--- src/design/bcse_pkg.sv ---
`timescale 1ns / 1ps
// ----------------------------------------------------------------------------
// bcse_pkg
// Shared types, codes and fixed-point constants of the charge squared estimator.
// ----------------------------------------------------------------------------
package bcse_pkg;

  localparam int unsigned TIME_WINDOW_DEF = 160000;

  localparam int unsigned TIME_W  = 24;
  localparam int unsigned PEAK_W  = 21;
  localparam int unsigned DIFF_W  = 22;
  localparam int unsigned CAL_W   = 40;
  localparam int unsigned X_W     = 20;
  localparam int unsigned Z_W     = 48;
  localparam int unsigned ROOT_W  = 22;
  localparam int unsigned RAD_W   = 2 * ROOT_W;
  localparam int unsigned MUL_A_W = 41;
  localparam int unsigned MUL_B_W = 23;
  localparam int unsigned MUL_P_W = MUL_A_W + MUL_B_W;
  localparam int unsigned SQRT_STEPS = ROOT_W;

  localparam int unsigned APB_DATA_W = 64;
  localparam int unsigned APB_ADDR_W = 6;

  // quadratic calibration: constant in Q.16, linear in Q.20, square term in Q.24
  localparam logic signed [MUL_P_W-1:0] Q_A_IN  = 64'sd88227218;
  localparam logic        [27:0]        Q_B_IN  = 28'd131042888;
  localparam logic        [16:0]        Q_C_IN  = 17'd49372;
  localparam logic signed [MUL_P_W-1:0] Q_A_OUT = 64'sd7436478;
  localparam logic        [27:0]        Q_B_OUT = 28'd165294393;
  localparam logic        [16:0]        Q_C_OUT = 17'd65979;

  localparam logic signed [MUL_P_W-1:0] HALF_LIN  = 64'sd524288;
  localparam logic signed [MUL_P_W-1:0] HALF_QUAD = 64'sd8388608;

  typedef enum logic [1:0] {
    ACT_START  = 2'd0,
    ACT_FIRST  = 2'd1,
    ACT_SECOND = 2'd2,
    ACT_FINISH = 2'd3
  } action_t;

  typedef enum logic [1:0] {
    ST_OK      = 2'd0,
    ST_MISSING = 2'd1,
    ST_NEG     = 2'd2
  } status_t;

  typedef enum logic [2:0] {
    REG_PED_FIRST_IN   = 3'd0,
    REG_PED_SECOND_IN  = 3'd1,
    REG_PED_FIRST_OUT  = 3'd2,
    REG_PED_SECOND_OUT = 3'd3,
    REG_CAL_SLOPE      = 3'd4,
    REG_CAL_OFFSET     = 3'd5
  } reg_idx_t;

  typedef struct packed {
    logic signed [PEAK_W-1:0] ped_first_in;
    logic signed [PEAK_W-1:0] ped_second_in;
    logic signed [PEAK_W-1:0] ped_first_out;
    logic signed [PEAK_W-1:0] ped_second_out;
    logic signed [CAL_W-1:0]  cal_slope;
    logic signed [CAL_W-1:0]  cal_offset;
  } cfg_t;

  typedef struct packed {
    logic busy;
    logic done;
  } sqrt_stat_t;

endpackage

--- src/design/bcse_regs.sv ---
`timescale 1ns / 1ps
// ----------------------------------------------------------------------------
// bcse_regs
// APB register file holding pedestals and linear calibration coefficients.
// ----------------------------------------------------------------------------
module bcse_regs (
  input  logic                             clk,
  input  logic                             rst_n,
  input  logic                             psel,
  input  logic                             penable,
  input  logic                             pwrite,
  input  logic [bcse_pkg::APB_ADDR_W-1:0]  paddr,
  input  logic [bcse_pkg::APB_DATA_W-1:0]  pwdata,
  output logic [bcse_pkg::APB_DATA_W-1:0]  prdata,
  output logic                             pready,
  output bcse_pkg::cfg_t                   cfg
);
  import bcse_pkg::*;

  cfg_t     cfg_r;
  cfg_t     cfg_nxt;
  reg_idx_t idx;
  logic     wr_en;

  assign idx    = reg_idx_t'(paddr[APB_ADDR_W-1:3]);
  assign wr_en  = psel && penable && pwrite;
  assign pready = 1'b1;
  assign cfg    = cfg_r;

  always_comb begin
    cfg_nxt = cfg_r;
    if (wr_en) begin
      unique case (idx)
        REG_PED_FIRST_IN:   cfg_nxt.ped_first_in   = pwdata[PEAK_W-1:0];
        REG_PED_SECOND_IN:  cfg_nxt.ped_second_in  = pwdata[PEAK_W-1:0];
        REG_PED_FIRST_OUT:  cfg_nxt.ped_first_out  = pwdata[PEAK_W-1:0];
        REG_PED_SECOND_OUT: cfg_nxt.ped_second_out = pwdata[PEAK_W-1:0];
        REG_CAL_SLOPE:      cfg_nxt.cal_slope      = pwdata[CAL_W-1:0];
        REG_CAL_OFFSET:     cfg_nxt.cal_offset     = pwdata[CAL_W-1:0];
        default:            cfg_nxt = cfg_r;
      endcase
    end
  end

  always_comb begin
    unique case (idx)
      REG_PED_FIRST_IN:
        prdata = {{(APB_DATA_W-PEAK_W){cfg_r.ped_first_in[PEAK_W-1]}}, cfg_r.ped_first_in};
      REG_PED_SECOND_IN:
        prdata = {{(APB_DATA_W-PEAK_W){cfg_r.ped_second_in[PEAK_W-1]}}, cfg_r.ped_second_in};
      REG_PED_FIRST_OUT:
        prdata = {{(APB_DATA_W-PEAK_W){cfg_r.ped_first_out[PEAK_W-1]}}, cfg_r.ped_first_out};
      REG_PED_SECOND_OUT:
        prdata = {{(APB_DATA_W-PEAK_W){cfg_r.ped_second_out[PEAK_W-1]}},
                  cfg_r.ped_second_out};
      REG_CAL_SLOPE:
        prdata = {{(APB_DATA_W-CAL_W){cfg_r.cal_slope[CAL_W-1]}}, cfg_r.cal_slope};
      REG_CAL_OFFSET:
        prdata = {{(APB_DATA_W-CAL_W){cfg_r.cal_offset[CAL_W-1]}}, cfg_r.cal_offset};
      default:
        prdata = '0;
    endcase
  end

  always_ff @(posedge clk) begin
    if (!rst_n) begin
      cfg_r.ped_first_in   <= 21'sd1109;
      cfg_r.ped_second_in  <= -21'sd188;
      cfg_r.ped_first_out  <= -21'sd408;
      cfg_r.ped_second_out <= 21'sd2017;
      cfg_r.cal_slope      <= '0;
      cfg_r.cal_offset     <= '0;
    end else begin
      cfg_r <= cfg_nxt;
    end
  end

endmodule

--- src/design/bcse_mul.sv ---
`timescale 1ns / 1ps
// ----------------------------------------------------------------------------
// bcse_mul
// Shared signed multiplier with registered product.
// ----------------------------------------------------------------------------
module bcse_mul (
  input  logic                                clk,
  input  logic signed [bcse_pkg::MUL_A_W-1:0] op_a,
  input  logic signed [bcse_pkg::MUL_B_W-1:0] op_b,
  output logic signed [bcse_pkg::MUL_P_W-1:0] prod
);
  import bcse_pkg::*;

  logic signed [MUL_P_W-1:0] prod_r;
  logic signed [MUL_P_W-1:0] prod_nxt;

  assign prod_nxt = MUL_P_W'(op_a) * MUL_P_W'(op_b);
  assign prod     = prod_r;

  always_ff @(posedge clk) begin
    prod_r <= prod_nxt;
  end

endmodule

--- src/design/bcse_sqrt.sv ---
`timescale 1ns / 1ps
// ----------------------------------------------------------------------------
// bcse_sqrt
// Iterative integer square root, one root bit per cycle.
// ----------------------------------------------------------------------------
module bcse_sqrt (
  input  logic                             clk,
  input  logic                             rst_n,
  input  logic                             start,
  input  logic [bcse_pkg::RAD_W-1:0]       rad,
  output bcse_pkg::sqrt_stat_t             stat,
  output logic [bcse_pkg::ROOT_W-1:0]      root
);
  import bcse_pkg::*;

  localparam int unsigned REM_W = ROOT_W + 3;
  localparam int unsigned CNT_W = $clog2(SQRT_STEPS + 1);

  logic [RAD_W-1:0]  rad_r,  rad_nxt;
  logic [REM_W-1:0]  rem_r,  rem_nxt;
  logic [ROOT_W-1:0] root_r, root_nxt;
  logic [CNT_W-1:0]  cnt_r,  cnt_nxt;
  logic              busy_r, busy_nxt;
  logic              done_r, done_nxt;
  logic [REM_W-1:0]  rem_sh;
  logic [REM_W-1:0]  trial;

  assign rem_sh = {rem_r[REM_W-3:0], rad_r[RAD_W-1 -: 2]};
  assign trial  = {1'b0, root_r, 2'b01};

  always_comb begin
    rad_nxt  = rad_r;
    rem_nxt  = rem_r;
    root_nxt = root_r;
    cnt_nxt  = cnt_r;
    busy_nxt = busy_r;
    done_nxt = 1'b0;
    if (start) begin
      rad_nxt  = rad;
      rem_nxt  = '0;
      root_nxt = '0;
      cnt_nxt  = CNT_W'(SQRT_STEPS);
      busy_nxt = 1'b1;
    end else if (busy_r) begin
      rad_nxt = {rad_r[RAD_W-3:0], 2'b00};
      if (rem_sh >= trial) begin
        rem_nxt  = rem_sh - trial;
        root_nxt = {root_r[ROOT_W-2:0], 1'b1};
      end else begin
        rem_nxt  = rem_sh;
        root_nxt = {root_r[ROOT_W-2:0], 1'b0};
      end
      cnt_nxt = cnt_r - CNT_W'(1);
      if (cnt_r == CNT_W'(1)) begin
        busy_nxt = 1'b0;
        done_nxt = 1'b1;
      end
    end
  end

  always_ff @(posedge clk) begin
    if (!rst_n) begin
      busy_r <= 1'b0;
      done_r <= 1'b0;
      cnt_r  <= '0;
    end else begin
      busy_r <= busy_nxt;
      done_r <= done_nxt;
      cnt_r  <= cnt_nxt;
    end
    rad_r  <= rad_nxt;
    rem_r  <= rem_nxt;
    root_r <= root_nxt;
  end

  assign stat.busy = busy_r;
  assign stat.done = done_r;
  assign root      = root_r;

endmodule

--- src/design/beam_charge_squared_estimator_core.sv ---
`timescale 1ns / 1ps
// ----------------------------------------------------------------------------
// beam_charge_squared_estimator_core
// Per-event nearest-digit selection, geometric mean amplitude and charge squared.
// ----------------------------------------------------------------------------
// Start and digit words: capture, then event state update; next word taken after.
// Finish word: pedestal product, 22-step square root unit, then the quadratic or
//   linear calibration; a missing counter or a negative product ends it early.
// All products share one registered multiplier; one word is in work at a time.
// A result word waits in the output register while the next word is taken.
// Synchronous active-low reset restores register defaults and clears the event.
module beam_charge_squared_estimator_core #(
  parameter int unsigned TIME_WINDOW = bcse_pkg::TIME_WINDOW_DEF
) (
  input  logic                                   clk,
  input  logic                                   rst_n,
  input  logic                                   in_valid,
  output logic                                   in_stall,
  input  logic [1:0]                             in_action,
  input  logic signed [bcse_pkg::TIME_W-1:0]     in_time_value,
  input  logic signed [bcse_pkg::PEAK_W-1:0]     in_peak,
  input  logic                                   in_is_incoming,
  output logic                                   out_valid,
  input  logic                                   out_stall,
  output logic [1:0]                             out_status,
  output logic [bcse_pkg::X_W-1:0]               out_x_mean,
  output logic signed [bcse_pkg::Z_W-1:0]        out_z2,
  input  logic                                   psel,
  input  logic                                   penable,
  input  logic                                   pwrite,
  input  logic [bcse_pkg::APB_ADDR_W-1:0]        paddr,
  input  logic [bcse_pkg::APB_DATA_W-1:0]        pwdata,
  output logic [bcse_pkg::APB_DATA_W-1:0]        prdata,
  output logic                                   pready
);
  import bcse_pkg::*;

  typedef enum logic [9:0] {
    S_IDLE = 10'b00_0000_0001,
    S_EXEC = 10'b00_0000_0010,
    S_PROD = 10'b00_0000_0100,
    S_SQRT = 10'b00_0000_1000,
    S_XSEL = 10'b00_0001_0000,
    S_LIN  = 10'b00_0010_0000,
    S_SQ   = 10'b00_0100_0000,
    S_CX2  = 10'b00_1000_0000,
    S_BX   = 10'b01_0000_0000,
    S_EMIT = 10'b10_0000_0000
  } state_t;

  localparam logic [TIME_W-1:0] WIN = TIME_W'(TIME_WINDOW);

  state_t state_r, state_nxt;

  cfg_t cfg;

  action_t                   act_r;
  logic signed [TIME_W-1:0]  time_r;
  logic signed [PEAK_W-1:0]  peak_r;
  logic                      inc_r;

  logic signed [TIME_W-1:0]  ref_time_r;
  logic                      dir_in_r;
  logic [TIME_W-1:0]         best_dt_r   [2];
  logic signed [PEAK_W-1:0]  best_peak_r [2];
  logic [1:0]                found_r;

  logic [X_W-1:0]            x_r, x_nxt;
  logic signed [MUL_P_W-1:0] acc_r, acc_nxt;
  status_t                   stat_r, stat_nxt;
  logic signed [Z_W-1:0]     z_r, z_nxt;

  logic                      out_valid_r;
  status_t                   out_status_r;
  logic [X_W-1:0]            out_x_r;
  logic signed [Z_W-1:0]     out_z_r;

  logic                      accept;
  logic                      out_take;
  logic                      out_free;

  logic signed [TIME_W:0]    dt;
  logic [TIME_W:0]           dt_abs;
  logic                      dig_sel;
  logic                      dig_hit;

  logic signed [DIFF_W-1:0]  diff_a, diff_b;
  logic signed [PEAK_W-1:0]  ped_a, ped_b;

  logic signed [MUL_A_W-1:0] mul_a;
  logic signed [MUL_B_W-1:0] mul_b;
  logic signed [MUL_P_W-1:0] mul_p;

  logic                      sqrt_start;
  sqrt_stat_t                sqrt_stat;
  logic [ROOT_W-1:0]         sqrt_root;

  logic                      lin_mode;
  logic signed [MUL_P_W-1:0] lin_sum;
  logic signed [MUL_P_W-1:0] lin_z;
  logic signed [MUL_P_W-1:0] quad_sum;
  logic signed [MUL_P_W-1:0] quad_z;
  logic signed [MUL_P_W-1:0] quad_a;
  logic [27:0]               quad_b;
  logic [16:0]               quad_c;

  bcse_regs u_regs (
    .clk     (clk),
    .rst_n   (rst_n),
    .psel    (psel),
    .penable (penable),
    .pwrite  (pwrite),
    .paddr   (paddr),
    .pwdata  (pwdata),
    .prdata  (prdata),
    .pready  (pready),
    .cfg     (cfg)
  );

  bcse_mul u_mul (
    .clk  (clk),
    .op_a (mul_a),
    .op_b (mul_b),
    .prod (mul_p)
  );

  bcse_sqrt u_sqrt (
    .clk   (clk),
    .rst_n (rst_n),
    .start (sqrt_start),
    .rad   (mul_p[RAD_W-1:0]),
    .stat  (sqrt_stat),
    .root  (sqrt_root)
  );

  assign in_stall = (state_r != S_IDLE);
  assign accept   = in_valid && !in_stall;
  assign out_take = out_valid_r && !out_stall;
  assign out_free = !out_valid_r || !out_stall;

  assign out_valid  = out_valid_r;
  assign out_status = out_status_r;
  assign out_x_mean = out_x_r;
  assign out_z2     = out_z_r;

  // digit compare
  assign dt      = {time_r[TIME_W-1], time_r} - {ref_time_r[TIME_W-1], ref_time_r};
  assign dt_abs  = dt[TIME_W] ? (TIME_W+1)'(-dt) : dt;
  assign dig_sel = (act_r == ACT_SECOND);
  assign dig_hit = dt_abs < {1'b0, best_dt_r[dig_sel]};

  // pedestal subtraction
  assign ped_a  = dir_in_r ? cfg.ped_first_in  : cfg.ped_first_out;
  assign ped_b  = dir_in_r ? cfg.ped_second_in : cfg.ped_second_out;
  assign diff_a = {best_peak_r[0][PEAK_W-1], best_peak_r[0]} - {ped_a[PEAK_W-1], ped_a};
  assign diff_b = {best_peak_r[1][PEAK_W-1], best_peak_r[1]} - {ped_b[PEAK_W-1], ped_b};

  assign lin_mode = (cfg.cal_slope != '0) && (cfg.cal_offset != '0);
  assign quad_a   = dir_in_r ? Q_A_IN : Q_A_OUT;
  assign quad_b   = dir_in_r ? Q_B_IN : Q_B_OUT;
  assign quad_c   = dir_in_r ? Q_C_IN : Q_C_OUT;

  assign lin_sum  = mul_p
                  + {{(MUL_P_W-CAL_W-4){cfg.cal_offset[CAL_W-1]}}, cfg.cal_offset, 4'b0000}
                  + HALF_LIN;
  assign lin_z    = lin_sum >>> 20;
  assign quad_sum = acc_r + (mul_p <<< 4);
  assign quad_z   = quad_sum >>> 24;

  assign sqrt_start = (state_r == S_PROD) && !mul_p[MUL_P_W-1];

  // multiplier operand select
  always_comb begin
    mul_a = '0;
    mul_b = '0;
    unique case (state_r)
      S_EXEC: begin
        mul_a = {{(MUL_A_W-DIFF_W){diff_a[DIFF_W-1]}}, diff_a};
        mul_b = {{(MUL_B_W-DIFF_W){diff_b[DIFF_W-1]}}, diff_b};
      end
      S_XSEL: begin
        if (lin_mode) begin
          mul_a = {{(MUL_A_W-CAL_W){cfg.cal_slope[CAL_W-1]}}, cfg.cal_slope};
        end else begin
          mul_a = {{(MUL_A_W-X_W){1'b0}}, x_r};
        end
        mul_b = {{(MUL_B_W-X_W){1'b0}}, x_r};
      end
      S_SQ: begin
        mul_a = mul_p[MUL_A_W-1:0];
        mul_b = {{(MUL_B_W-17){1'b0}}, quad_c};
      end
      S_CX2: begin
        mul_a = {{(MUL_A_W-28){1'b0}}, quad_b};
        mul_b = {{(MUL_B_W-X_W){1'b0}}, x_r};
      end
      default: begin
        mul_a = '0;
        mul_b = '0;
      end
    endcase
  end

  // sequencer
  always_comb begin
    state_nxt = state_r;
    x_nxt     = x_r;
    acc_nxt   = acc_r;
    stat_nxt  = stat_r;
    z_nxt     = z_r;
    unique case (state_r)
      S_IDLE: begin
        if (accept) begin
          state_nxt = S_EXEC;
        end
      end
      S_EXEC: begin
        if (act_r != ACT_FINISH) begin
          state_nxt = S_IDLE;
        end else if (found_r != 2'b11) begin
          stat_nxt  = ST_MISSING;
          x_nxt     = '0;
          z_nxt     = '0;
          state_nxt = S_EMIT;
        end else begin
          state_nxt = S_PROD;
        end
      end
      S_PROD: begin
        if (mul_p[MUL_P_W-1]) begin
          stat_nxt  = ST_NEG;
          x_nxt     = '0;
          z_nxt     = '0;
          state_nxt = S_EMIT;
        end else begin
          state_nxt = S_SQRT;
        end
      end
      S_SQRT: begin
        if (sqrt_stat.done) begin
          stat_nxt  = ST_OK;
          x_nxt     = (sqrt_root[ROOT_W-1:X_W] != '0) ? '1 : sqrt_root[X_W-1:0];
          state_nxt = S_XSEL;
        end
      end
      S_XSEL: begin
        state_nxt = lin_mode ? S_LIN : S_SQ;
      end
      S_LIN: begin
        z_nxt     = lin_z[Z_W-1:0];
        state_nxt = S_EMIT;
      end
      S_SQ: begin
        state_nxt = S_CX2;
      end
      S_CX2: begin
        acc_nxt   = mul_p + (quad_a <<< 8) + HALF_QUAD;
        state_nxt = S_BX;
      end
      S_BX: begin
        z_nxt     = quad_z[Z_W-1:0];
        state_nxt = S_EMIT;
      end
      S_EMIT: begin
        if (out_free) begin
          state_nxt = S_IDLE;
        end
      end
      default: begin
        state_nxt = S_IDLE;
      end
    endcase
  end

  always_ff @(posedge clk) begin
    if (!rst_n) begin
      state_r        <= S_IDLE;
      out_valid_r    <= 1'b0;
      ref_time_r     <= '0;
      dir_in_r       <= 1'b0;
      best_dt_r[0]   <= WIN;
      best_dt_r[1]   <= WIN;
      best_peak_r[0] <= '0;
      best_peak_r[1] <= '0;
      found_r        <= '0;
    end else begin
      state_r <= state_nxt;
      if (state_r == S_EMIT && out_free) begin
        out_valid_r <= 1'b1;
      end else if (out_take) begin
        out_valid_r <= 1'b0;
      end
      if (state_r == S_EXEC) begin
        if (act_r == ACT_START) begin
          ref_time_r     <= time_r;
          dir_in_r       <= inc_r;
          best_dt_r[0]   <= WIN;
          best_dt_r[1]   <= WIN;
          best_peak_r[0] <= '0;
          best_peak_r[1] <= '0;
          found_r        <= '0;
        end else if (act_r != ACT_FINISH && dig_hit) begin
          best_dt_r[dig_sel]   <= dt_abs[TIME_W-1:0];
          best_peak_r[dig_sel] <= peak_r;
          found_r[dig_sel]     <= 1'b1;
        end
      end
    end
  end

  always_ff @(posedge clk) begin
    if (accept) begin
      act_r  <= action_t'(in_action);
      time_r <= in_time_value;
      peak_r <= in_peak;
      inc_r  <= in_is_incoming;
    end
    x_r    <= x_nxt;
    acc_r  <= acc_nxt;
    stat_r <= stat_nxt;
    z_r    <= z_nxt;
    if (state_r == S_EMIT && out_free) begin
      out_status_r <= stat_r;
      out_x_r      <= x_r;
      out_z_r      <= z_r;
    end
  end

  a_emit_src: assert property (@(posedge clk) disable iff (!rst_n)
    $rose(out_valid_r) |-> $past(state_r == S_EMIT))
    else $error("result word raised outside emit");

  a_sqrt_idle: assert property (@(posedge clk) disable iff (!rst_n)
    sqrt_start |-> !sqrt_stat.busy)
    else $error("square root restarted while busy");

  a_bad_zero: assert property (@(posedge clk) disable iff (!rst_n)
    (out_valid_r && out_status_r != ST_OK) |-> (out_x_r == '0 && out_z_r == '0))
    else $error("failed event carries nonzero fields");

  a_found_win0: assert property (@(posedge clk) disable iff (!rst_n)
    found_r[0] |-> (best_dt_r[0] < WIN))
    else $error("first counter kept digit outside window");

  a_found_win1: assert property (@(posedge clk) disable iff (!rst_n)
    found_r[1] |-> (best_dt_r[1] < WIN))
    else $error("second counter kept digit outside window");

endmodule

--- config.mk ---
export PLATFORM = sky130hd
export DESIGN_NAME = beam_charge_squared_estimator_core
export DESIGN_NICKNAME = d
export VERILOG_FILES = /design/src/design/bcse_pkg.sv /design/src/design/bcse_regs.sv /design/src/design/bcse_mul.sv /design/src/design/bcse_sqrt.sv /design/src/design/beam_charge_squared_estimator_core.sv
export SDC_FILE = /design/constraint.sdc
export NUM_CORES = 2
export LEC_CHECK = 0
export BUFFER_PORTS_ARGS = -buffer_cell sky130_fd_sc_hd__clkbuf_2
export CORE_MARGIN = 5
export CORE_UTILIZATION = 59
export CTS_BUF_LIST = sky130_fd_sc_hd__clkbuf_8 sky130_fd_sc_hd__clkbuf_16
export DETAILED_ROUTE_END_ITERATION = 12
export PLACE_DENSITY = 0.81
export SYNTH_ARGS = -nofsm -noshare
export SYNTH_HDL_FRONTEND = slang
export SYNTH_HIERARCHICAL = 1
export SYNTH_SLANG_ARGS = --single-unit
--- constraint.sdc ---
create_clock -name clk -period 11.18 [get_ports clk]
set_input_delay 1.677 -clock clk [delete_from_list [all_inputs] [get_ports clk]]
set_output_delay 1.677 -clock clk [all_outputs]
set_load 0.01 [all_outputs]
==> summary by stage <==
Global routing
In this run the most used layer during global routing was met2. Summed over all layers, the global routing overflow is 0. For met1 alone, demand over resource in global routing was 0.4025. The met3 track demand over resource in global routing is 0.07488.

The global routing met2 resource utilization is 0.5061. The first global-routing pass estimated between 300000 and 400000 um of wire. The combined global-route utilization of all metal layers is 0.3160.

The via count of the first global-routing pass came to around 59000. The number of antenna violations at the first check in global routing is 9. Entering global routing, the biggest net connects 101 pins.

Drt
In the final routed layout, each cell accounts on average for roughly 22 um. Before antenna repair, the detailed router went through 8 iterations. The total wirelength of the detailed-routed design is between 200000 and 250000 um.

In the routed design, unresolved DRC markers number 0. The iteration-0 DRC count of the detailed router is ~5500. The detail-routed via count per cell is 6.018. In this run the remaining antenna-violating nets after routing total 0. For this block, the via count after detailed routing is approximately 56000.

Clock network
Counting along the longest clock path gives a buffer depth of 3. The worst-skew pair later-pin latency is about 0.64 ns. The H-tree was split into 3 levels.

The clock tree from TritonCTS is done. The cell sitting at the root of the clock tree is a sky130_fd_sc_hd__clkbuf_16. The cts-stage hold buffer count is 0. The clock-pin slew on the worst setup and hold paths is around 0.06 ns.

Counting the buffers created by CTS gives between 70 and 80. The sink count of the clock tree is 692.

Cells and area
From synthesis to final layout, the design area changed by 7.864%. Registers take roughly 18000 um^2. The multi-input combinational cells in the finished layout cover a total of 48700 um^2. The proportion of layout cells with a drive suffix above 1 is 0.09033. The total non-filler cell area in the finished layout is just under 80000 um^2. At the end of the flow, the number of nets in the layout was just over 9000. The end-of-flow core utilization is 0.6393.

Excluding fillers, the count of instances in the completed layout stands at between 9000 and 10000. The number of filler cells placed in the layout is between 9000 and 10000.

Pwr
The internal power summed over all cells is ~4500 uW. Power spread over the standard cell area amounts to a little over 80 nW/um^2. The part of the power in the clock network is 0.379. The share of power burned in registers is 0.439. The combinational share of power is 0.181.

Across the VDD grid, the largest voltage drop is about 150 uV. The fraction of power spent switching nets is 0.2917. For this design the total switching power over the nets is 1868 uW. Summed over all cells, the static leakage comes to around 0.036 uW.

STA
The count of final max-slew check failures is 0. The post-route worst hold slack is 0.4156 ns. Clock skew on the completed layout was measured at between 0.02 and 0.03 ns. Counting I/O delays and the setup requirement, the final critical path takes about 11 ns. The pin slew with the least headroom to its limit is 1.236 ns. Of the available clock period, the critical path in the final layout requires 0.9961. Across all setup checks in the final design, the least slack found is roughly 0.044 ns.

Static timing analysis puts the maximum clock frequency at between 80 and 90 MHz. The final hold violation count is 0. Setup violations remaining at the end of the flow were counted as 0. Headroom to the max-slew limit came out at 0.1706.

Synthesis
The post-synthesis instance total is 7574. The synthesized net count is between 9000 and 10000. The number of warnings printed during yosys synthesis is 6. After synthesis, the mean cell area works out to about 9.5 um^2. The combined area of all synthesized cells is a little over 70000 um^2.

Min path
The class of the tightest hold or removal check is reg -> reg. The cell count of the worst hold path is 0. The beginning of the worst hold path is z_r[24].

The sink of the worst hold path is out_z2[24].

Setup path
The cell that appears most often on the critical path is sky130_fd_sc_hd__fa_1. The highest net fanout along the worst path is 23. The worst register-to-register path ends at u_mul/prod[60]. The category of the critical setup timing path is reg -> reg.

The worst-case reg-to-reg path depth is 38. Data arrives at the worst endpoint at between 10 and 15 ns. The largest individual stage delay along the critical path comes from the cell sky130_fd_sc_hd__fa_1. For this run, the slowest stage of the critical path takes around 0.57 ns. The kind of launch point of the worst setup path is a flop. STA classifies the critical path endpoint as a flop.

The launching point of the worst reg2reg path is dir_in_r. The setup check on the worst reg-to-reg path leaves a slack of approximately 0.044 ns. STA puts the critical path data required time at 11.75 ns.

Place
The worst setup slack after placement is approximately 0.23 ns. At the end of routability-driven placement, the weighted congestion stood at ~0.99. The total of buffers placed on input and output ports is about 230. The final HPWL from detailed placement is between 150000 and 200000 um. In this run the cell area measured after placement is 75300 um^2.

Including well taps, the total number of placed cells is ~9200.

Die
Measured along the y axis, the die boundary spans between 300 and 400 um. The die outline width is approximately 360 um. In this run the count of I/O pins placed on the die edge is roughly 260.

The die footprint is about 130000 um^2. The core region area is 121700 um^2. Row generation in the floorplan step produced about 130 rows. The initial utilization of the core area, before any placement, comes to 0.5927.

Run
The count of maximum capacitance violations is 0.

Status
The flow ran to the end, and the final reports show no timing, DRC or antenna violations.
==> flip-flops by register name, indices dropped and copies added (netlist names), 2 cells and up, named ones only <==
register,cells
z_r,44
u_sqrt/rem_r,23
x_r,20
peak_r,21
best_peak_r,42
ref_time_r,24
out_status,2
act_r,2
u_mul/prod,64
time_r,24
out_x_mean,20
state_r,10
stat_r,2
u_sqrt/rad_r,44
u_sqrt/cnt_r,5
best_dt_r,48
u_regs/cfg,164
acc_r,60
u_sqrt/root,22
out_z2,44
==> critical path: cells and delay by family, from the launching register on <==
kind / cells / cell delay (ns)
adders and majority gates: 9 / 4.52
AOI/OAI and AO/OA: 15 / 3.55
buffers and inverters: 6 / 1.01
and+or+nand+nor: 6 / 0.89
DFF: 1 / 0.52
muxes: 1 / 0.45
xor gates and xnor gates: 1 / 0.14
==> routing by layer <==
layer / up-vias / routed length, um
li1: 24790 / -
met1: 27630 / 77840
met2: 3138 / 95020
met3: 733 / 21880
met4: 6 / 13260
met5: - / 49
==> power by group through the flow <==
| stage | combinational, uW | clock (uW) | sequential [uW] |
|---|---|---|---|
| CTS | 1140 | 2450 | 2810 |
| finish | 1160 | 2430 | 2810 |
| global placement | 1100 | 0 | 2860 |
| floorplan | 813 | 0 | 2840 |
| detailed placement | 1130 | 0 | 2870 |
| global route | 1270 | 2560 | 2820 |
==> final cells by class <==
type,instances,share of cell area
Antenna cell,3,0.00009648
Clock buffer,78,0.02465
Clock inverter,54,0.005917
Inverter,1179,0.05689
Multi-Input combinational cell,5313,0.6259
Sequential cell,692,0.2262
Tap cell,1625,0.02613
Timing Repair Buffer,411,0.03422
==> metrics by stage <==
step / power [uW] / TNS, ns
final: 6404 / 0
after floorplan: 3649 / 0
after global placement: 3963 / 0
after detailed placement: 3998 / 0
after CTS: 6401 / 0
after global routing: 6640 / -0.01211
==> worst max path at each step <==
stage          startpoint        endpoint  cells after the start
2_1_floorplan    dir_in_r  u_mul/prod[63]                     38
3_3_place_gp     dir_in_r  u_mul/prod[63]                     39
3_5_place_dp     dir_in_r  u_mul/prod[63]                     39
4_1_cts          dir_in_r  u_mul/prod[63]                     39
5_1_grt          dir_in_r  u_mul/prod[60]                     38
6_report         dir_in_r  u_mul/prod[60]                     38
==> cell usage in the layout (no fill, tap or decap), types with 19 or more instances in the layout <==
cell,n
sky130_fd_sc_hd__nand2_1,978
sky130_fd_sc_hd__o21bai_1,25
sky130_fd_sc_hd__xor2_1,133
sky130_fd_sc_hd__o31ai_1,21
sky130_fd_sc_hd__mux2_2,70
sky130_fd_sc_hd__ha_1,462
sky130_fd_sc_hd__clkbuf_2,231
sky130_fd_sc_hd__nor3_1,143
sky130_fd_sc_hd__a211oi_1,36
sky130_fd_sc_hd__inv_1,1190
sky130_fd_sc_hd__clkbuf_16,75
sky130_fd_sc_hd__a21o_1,104
sky130_fd_sc_hd__and3_1,36
sky130_fd_sc_hd__and2_1,361
sky130_fd_sc_hd__nand3_1,73
sky130_fd_sc_hd__nor2b_1,76
sky130_fd_sc_hd__o211ai_1,37
sky130_fd_sc_hd__nor2_1,285
sky130_fd_sc_hd__a21oi_1,279
sky130_fd_sc_hd__nand4_1,40
sky130_fd_sc_hd__o22ai_1,42
sky130_fd_sc_hd__mux2i_1,312
sky130_fd_sc_hd__xnor2_1,162
sky130_fd_sc_hd__nor4_1,43
sky130_fd_sc_hd__nand2b_1,56
sky130_fd_sc_hd__fa_1,945
sky130_fd_sc_hd__edfxtp_1,374
sky130_fd_sc_hd__o21ai_1,19
sky130_fd_sc_hd__buf_4,165
sky130_fd_sc_hd__o21a_1,40
sky130_fd_sc_hd__o21ai_0,178
sky130_fd_sc_hd__or3_1,26
sky130_fd_sc_hd__a31oi_1,32
sky130_fd_sc_hd__dfxtp_1,316
sky130_fd_sc_hd__a22oi_1,23
==> repair_timing <==
| action | 4_1_cts | 5_1_grt |
|---|---|---|
| resized for setup | 0 | 17 |
| setup endpoints to repair | 0 | 19 |
| buffers inserted | 0 | 4 |
Power figures use the tool's default switching activity.
